--- src/design/rtd_pkg.sv ---
// types, command codes and helpers of the ring termination detector
// no dependencies
package rtd_pkg;

   localparam int NODE_ID_W = 4;
   localparam int COUNT_W   = 16;

   typedef enum logic [2:0] {
      CMD_START     = 3'd0,
      CMD_TOKEN     = 3'd1,
      CMD_TERMINATE = 3'd2,
      CMD_ACTIVE    = 3'd3,
      CMD_PASSIVE   = 3'd4,
      CMD_SEND      = 3'd5,
      CMD_RECEIVE   = 3'd6,
      CMD_RESTART   = 3'd7
   } cmd_type;

   typedef struct packed {
      cmd_type                     cmd;
      logic [NODE_ID_W-1:0]        peer;
      logic signed [COUNT_W-1:0]   token_in_count;
      logic                        token_in_black;
   } req_type;

   typedef struct packed {
      logic                        token_out_valid;
      logic signed [COUNT_W-1:0]   token_out_count;
      logic                        token_out_black;
      logic                        broadcast_terminate;
      logic                        finished;
   } rsp_type;

   // saturating signed add
   function automatic logic signed [COUNT_W-1:0] sat_add(
      input logic signed [COUNT_W-1:0] a,
      input logic signed [COUNT_W-1:0] b
   );
      logic signed [COUNT_W:0] s;
      s = {a[COUNT_W-1], a} + {b[COUNT_W-1], b};
      if (s[COUNT_W] != s[COUNT_W-1]) begin
         return s[COUNT_W] ? {1'b1, {(COUNT_W-1){1'b0}}} : {1'b0, {(COUNT_W-1){1'b1}}};
      end
      return s[COUNT_W-1:0];
   endfunction

endpackage

--- src/design/ring_termination_detector.sv ---
// One node of a token ring termination detector.
// Channels: req_ (valid/ready) carries one event word: command, send peer and,
// for a token arrival, the token count and color. rsp_ (valid/ready) returns
// exactly one word per event: an outgoing token (valid, count, color), the
// terminate broadcast of node 0 and the finished flag. csr_wr_en/csr_wr_data
// write the node id; write it only while the node is idle.
// Response path: the response word of an event passes the input register, then
// the response register, and stays on rsp_ until the receiver takes it.
// Throughput: one event per cycle while rsp_ready keeps the response register
// free, set by the combinational state update between the two registers.
// A waiting response blocks intake only when the input register is full: it
// keeps taking a word as long as the response register frees up; when the
// receiver holds rsp_ready low, both fill and req_ready drops after two words.
// Reset clears the node to white, passive, zero balance, no held token, not
// finished, node id 0.
// Depends on rtd_pkg.
module ring_termination_detector import rtd_pkg::*; (
   input  logic                  clock,
   input  logic                  reset,
   input  logic                  req_valid,
   output logic                  req_ready,
   input  req_type               req_word,
   output logic                  rsp_valid,
   input  logic                  rsp_ready,
   output rsp_type               rsp_word,
   input  logic                  csr_wr_en,
   input  logic [NODE_ID_W-1:0]  csr_wr_data
);

   logic                        s1_valid_ff, s1_valid_in;
   req_type                     s1_word_ff;
   logic                        rsp_valid_ff, rsp_valid_in;
   rsp_type                     rsp_word_ff, rsp_word_in;
   logic [NODE_ID_W-1:0]        node_id_ff;

   logic signed [COUNT_W-1:0]   balance_ff, balance_in;
   logic                        black_ff, black_in;
   logic                        active_ff, active_in;
   logic                        holding_ff, holding_in;
   logic signed [COUNT_W-1:0]   held_count_ff, held_count_in;
   logic                        held_black_ff, held_black_in;
   logic                        done_ff, done_in;

   logic                        s2_take, s1_move, req_take;
   logic                        is_node0;
   logic signed [COUNT_W-1:0]   base_count, tok_count;
   logic                        base_black;

   assign s2_take   = !rsp_valid_ff || rsp_ready;
   assign s1_move   = s1_valid_ff && s2_take;
   assign req_ready = !s1_valid_ff || s2_take;
   assign req_take  = req_valid && req_ready;

   assign rsp_valid = rsp_valid_ff;
   assign rsp_word  = rsp_word_ff;

   assign s1_valid_in  = req_take ? 1'b1 : (s1_move ? 1'b0 : s1_valid_ff);
   assign rsp_valid_in = s2_take ? s1_valid_ff : rsp_valid_ff;

   assign is_node0 = (node_id_ff == '0);

   // outgoing token: arriving token or the held one, node 0 restarts the wave
   always_comb begin
      base_count = (s1_word_ff.cmd == CMD_TOKEN) ? s1_word_ff.token_in_count : held_count_ff;
      base_black = (s1_word_ff.cmd == CMD_TOKEN) ? s1_word_ff.token_in_black : held_black_ff;
      if (is_node0) begin
         base_count = '0;
         base_black = 1'b0;
      end
      tok_count = sat_add(base_count, balance_ff);
   end

   always_comb begin
      balance_in    = balance_ff;
      black_in      = black_ff;
      active_in     = active_ff;
      holding_in    = holding_ff;
      held_count_in = held_count_ff;
      held_black_in = held_black_ff;
      done_in       = done_ff;
      rsp_word_in   = '0;
      if (!done_ff) begin
         unique case (s1_word_ff.cmd)
            CMD_START: begin
               rsp_word_in.token_out_valid = is_node0;
            end
            CMD_TOKEN: begin
               holding_in    = 1'b1;
               held_count_in = s1_word_ff.token_in_count;
               held_black_in = s1_word_ff.token_in_black;
               if (!active_ff) begin
                  holding_in = 1'b0;
                  if (is_node0 && !s1_word_ff.token_in_black
                      && s1_word_ff.token_in_count == '0) begin
                     done_in = 1'b1;
                     rsp_word_in.broadcast_terminate = 1'b1;
                  end else begin
                     rsp_word_in.token_out_valid = 1'b1;
                     rsp_word_in.token_out_count = tok_count;
                     rsp_word_in.token_out_black = base_black | black_ff;
                     black_in = 1'b0;
                  end
               end
            end
            CMD_TERMINATE: begin
               done_in = 1'b1;
            end
            CMD_ACTIVE: begin
               active_in = 1'b1;
            end
            CMD_PASSIVE: begin
               active_in = 1'b0;
               if (holding_ff) begin
                  holding_in = 1'b0;
                  rsp_word_in.token_out_valid = 1'b1;
                  rsp_word_in.token_out_count = tok_count;
                  rsp_word_in.token_out_black = base_black | black_ff;
                  black_in = 1'b0;
               end
            end
            CMD_SEND: begin
               balance_in = sat_add(balance_ff, COUNT_W'(1));
               if (node_id_ff > s1_word_ff.peer) begin
                  black_in = 1'b1;
               end
            end
            CMD_RECEIVE: begin
               balance_in = sat_add(balance_ff, {COUNT_W{1'b1}});
            end
            CMD_RESTART: begin
               black_in   = 1'b0;
               balance_in = '0;
            end
         endcase
      end
      rsp_word_in.finished = done_in;
   end

   always_ff @(posedge clock) begin
      if (reset) begin
         s1_valid_ff   <= 1'b0;
         rsp_valid_ff  <= 1'b0;
         node_id_ff    <= '0;
         balance_ff    <= '0;
         black_ff      <= 1'b0;
         active_ff     <= 1'b0;
         holding_ff    <= 1'b0;
         held_count_ff <= '0;
         held_black_ff <= 1'b0;
         done_ff       <= 1'b0;
      end else begin
         s1_valid_ff  <= s1_valid_in;
         rsp_valid_ff <= rsp_valid_in;
         if (csr_wr_en) begin
            node_id_ff <= csr_wr_data;
         end
         if (s1_move) begin
            balance_ff    <= balance_in;
            black_ff      <= black_in;
            active_ff     <= active_in;
            holding_ff    <= holding_in;
            held_count_ff <= held_count_in;
            held_black_ff <= held_black_in;
            done_ff       <= done_in;
         end
      end
   end

   always_ff @(posedge clock) begin
      if (req_take) begin
         s1_word_ff <= req_word;
      end
      if (s1_move) begin
         rsp_word_ff <= rsp_word_in;
      end
   end

endmodule

--- config.mk ---
export PLATFORM = sky130hd
export DESIGN_NAME = ring_termination_detector
export DESIGN_NICKNAME = d
export VERILOG_FILES = /design/src/design/rtd_pkg.sv /design/src/design/ring_termination_detector.sv
export SDC_FILE = /design/constraint.sdc
export NUM_CORES = 1
export LEC_CHECK = 0
export BUFFER_PORTS_ARGS = -buffer_cell sky130_fd_sc_hd__clkbuf_2
export CAP_MARGIN = 15
export CELL_PAD_IN_SITES_DETAIL_PLACEMENT = 1
export CELL_PAD_IN_SITES_GLOBAL_PLACEMENT = 1
export CORE_MARGIN = 1.5
export CORE_UTILIZATION = 46
export DETAILED_ROUTE_END_ITERATION = 10
export PLACE_DENSITY_LB_ADDON = 0.1
export SKIP_CTS_REPAIR_TIMING = 1
export SLEW_MARGIN = 20
export SYNTH_ARGS = -nofsm -noshare
export SYNTH_HDL_FRONTEND = slang
export SYNTH_SLANG_ARGS = --single-unit
--- constraint.sdc ---
create_clock -name clock -period 4.75 [get_ports clock]
set_clock_uncertainty 0.15 [all_clocks]
set_input_delay 0.95 -clock clock [delete_from_list [all_inputs] [get_ports clock]]
set_output_delay 0.95 -clock clock [all_outputs]
set_load 0.01 [all_outputs]
==> run metrics <==
final setup vio count 0; highest clock rate 234 MHz; Starting DRT DRC Count 289; maximum root-to-sink buffer count 2; clock latency on the worst-skew pair 360 ps; fin worst setup slack 485 ps; worst-path cell chain nand2b_1, nand2b_2, nand2_1, a21oi_1, ha_1, a211oi_1, o21ai_1, o21bai_1, o211ai_1, xnor2_2, nor2_1, o31ai_1; GR Overflow Total 0; first-pass GRT wire length 25400 um; number of synthesized flops with an enable pin 44; hold endpoint held_count_ff[3]; drt total wl 15500 um; TritonCTS clock tree built; Power Density 317 nW/um^2; post-synth top area share 24.2%; asr flop ratio synth 0%; Hold Path Cell Cnt 2; first-pass detailed-route iteration total 7; DR WL/cell 19.5 um; grt met1 use 32.9%; crit path buf inv count 0; mux cell area share after synthesis 1.42%; compound-cell area share of the yosys netlist 21.1%; RSZ-0062 raised after global routing no; Reg-to-Reg End rsp_word[12]; CP Depth 12; fraction of layout cells with a size suffix above 1 18.7%; critical path launch point type register; critical-path maximum fanout 19; Hold Crit Start held_count_ff[3]; gr usage total 26.0%; r2r worst-path depth 12; maximum VDD drop 0.259 mV; die extent in y 112 um; Tot Pwr 0.00192 W; yosys warns 0; TNS Setup 0 ps; Routability Congestion 0.913; Post-DP Area 5750 sq um; row count 39; grt met2 use 45.1%; H-Tree Depth 3; clock tree sinks 87; number of CTS-inserted buffers 9; largest family of logic cells by synthesized area simple AND/OR/NAND/NOR gates; syn_area_per_cell 8.87 sq um; critical path data required time 4760 ps; Max-Slew Margin vs Limit 30.2%; Post-Synth Simple-Gate Area 21.2%; Cell variety after synth 73; final instance area 6050 sq um; Mapped Area 5470 sq um; Post-Syn Instances 616; overall die area 12500 sq um; DR DRC count 8; final net count 703; vias in the first global route 4963; status finished with violations; final hold violations 0; Final Slew Violations 0; Synthesized Nets 672; pin count of the biggest net entering global routing 25; core area 11500 sq um; Die Wd 112 um; vias 4690; Final HPWL DP 11500 um; starting density of the core 47.5%; clock-pin slew of the registers on the worst-case setup and hold paths 60 ps; antenna violations before repair 0; sequential area share after synthesis 39.9%; crit share post-route 89.8%; CP Class reg2reg; flop-to-flop setup slack 480 ps; min-delay worst type reg2reg; CTS root buffer clkbuf_16; Max Cap Violations 0; CP Capture Type register; CP delay by family, top compound AO/OA/AOI/OAI gates; post-layout util 52.5%; fin crit period 4270 ps; P_leak 2.26 nW; Vias per Instance 5.90; ANT cells 0; GR Util met3 4.03%; Worst Max-Slew Pin Slew 1050 ps; post-synthesis register bit count 87; Slowest cell on crit path edfxtp_1; IO Count 55; failing checks design-rule violations; top cell type by total area after synthesis edfxtp_1; CP arrival 4270 ps; post-route ant nets 0; largest cells by area after synthesis edfxtp_1, dfxtp_1, a21oi_1; Synth Area in XOR/XNOR 5.59%; ys flop type edfxtp_1; dpl ws 291 ps; Adder-Cell Fraction of Synth Area 5.59%; P&R area growth vs syn 10.7%; GR peak layer met2; reg2reg start s1_word_ff[22]; Slowest Stage Delay on Critical Path 550 ps; IO buf count 54
[routing by layer]
layer  wire length, um  part of all wire (%)  vias up
li1                  -                     -     2269
met1              6860                    44     2300
met2              7660                    49       95
met3               675                   4.3       26
met4               328                   2.1        0
met5                 0                     0        -
[layout make-up]
type / instances / area [sq um]
clock buffers: 9 / 225
clock inverters: 7 / 68.8
fillers: 1360 / 5470
inverters: 17 / 63.8
multi-input cells: 472 / 3010
flip-flops and latches: 87 / 2180
well taps: 143 / 179
repair buffers: 60 / 315
[cell usage after synthesis (7+ instances only)]
master and number:
a21oi_1 83, a21oi_2 7, clkbuf_1 24, ha_1 22, nor2_1 37, a211oi_1 10, nor3_1 16, o31ai_1 8
inv_1 15, nor3_2 7, xnor2_1 25, a21o_1 11, xor2_1 8, nand2_1 104, edfxtp_1 44, dfxtp_1 43
or3_1 7, o21ai_0 20
[worst min-delay path, cell delays in order (launching register included)]
cell and delay, ps:
dfxtp_1 310, nand2_1 50, a21oi_1 50
[flip-flops by register name, indices dropped and copies added, names as in the netlist, 4 cells and up]
register / flops
rsp_word: 20
s1_word_ff: 24
balance_ff: 16
node_id_ff: 4
held_count_ff: 16
[stage by stage]
| stage | instances | hold WS (ps) |
|---|---|---|
| 5_1_grt | 795 | 319 |
| 6_report | 795 | 308 |
| 2_1_floorplan | 616 | 287 |
| 3_5_place_dp | 779 | 297 |
| 4_1_cts | 795 | 307 |
| 3_3_place_gp | 779 | 292 |
[cells in the final DEF (no fill, tap or decap), drive strengths merged, types with 2 or more instances in the layout]
cell and count:
and3 4, nand3 7, nor2 38, o21ai 25
a31oi 5, buf 6, ha 22, edfxtp 44
nand2b 4, a211oi 15, or4 3, a21o 11
o32ai 2, and2 5, o21bai 2, dfxtp 43
o211ai 6, xor2 8, mux2i 4, inv 20
o211a 3, clkinv 3, o21a 3, o31ai 8
clkbuf 63, mux2 3, nand4 5, a21oi 90
nor2b 6, nor4 8, or3 8, xnor2 26
nor3 25, nand2 107
[power breakdown]
part           switching, W  internal (W)  total [W]
combinational      0.000204      0.000123   0.000328
sequential        0.0000436      0.000825   0.000868
clock              0.000312      0.000409   0.000721
total              0.000560       0.00136    0.00192
[logic make-up (layout without fill, tap and decap cells)]
logic type,after synthesis,in the layout
XOR/XNOR,34,34
flip-flops,87,87
adder cells (fa/ha/maj),24,24
AO/OA/AOI/OAI,182,182
multiplexers,7,7
buffers and inverters,57,93
AND/OR/NAND/NOR,225,225
[worst max path at each step]
stage,slack (ps),end,startpoint
floorplan,1140,rsp_word[14],s1_word_ff[23]
global placement,620,rsp_word[14],s1_word_ff[22]
detailed placement,290,rsp_word[12],s1_word_ff[22]
CTS,230,rsp_word[12],s1_word_ff[22]
global route,100,rsp_word[12],s1_word_ff[22]
finish,480,rsp_word[12],s1_word_ff[22]
(Power assumes the default switching activity.)
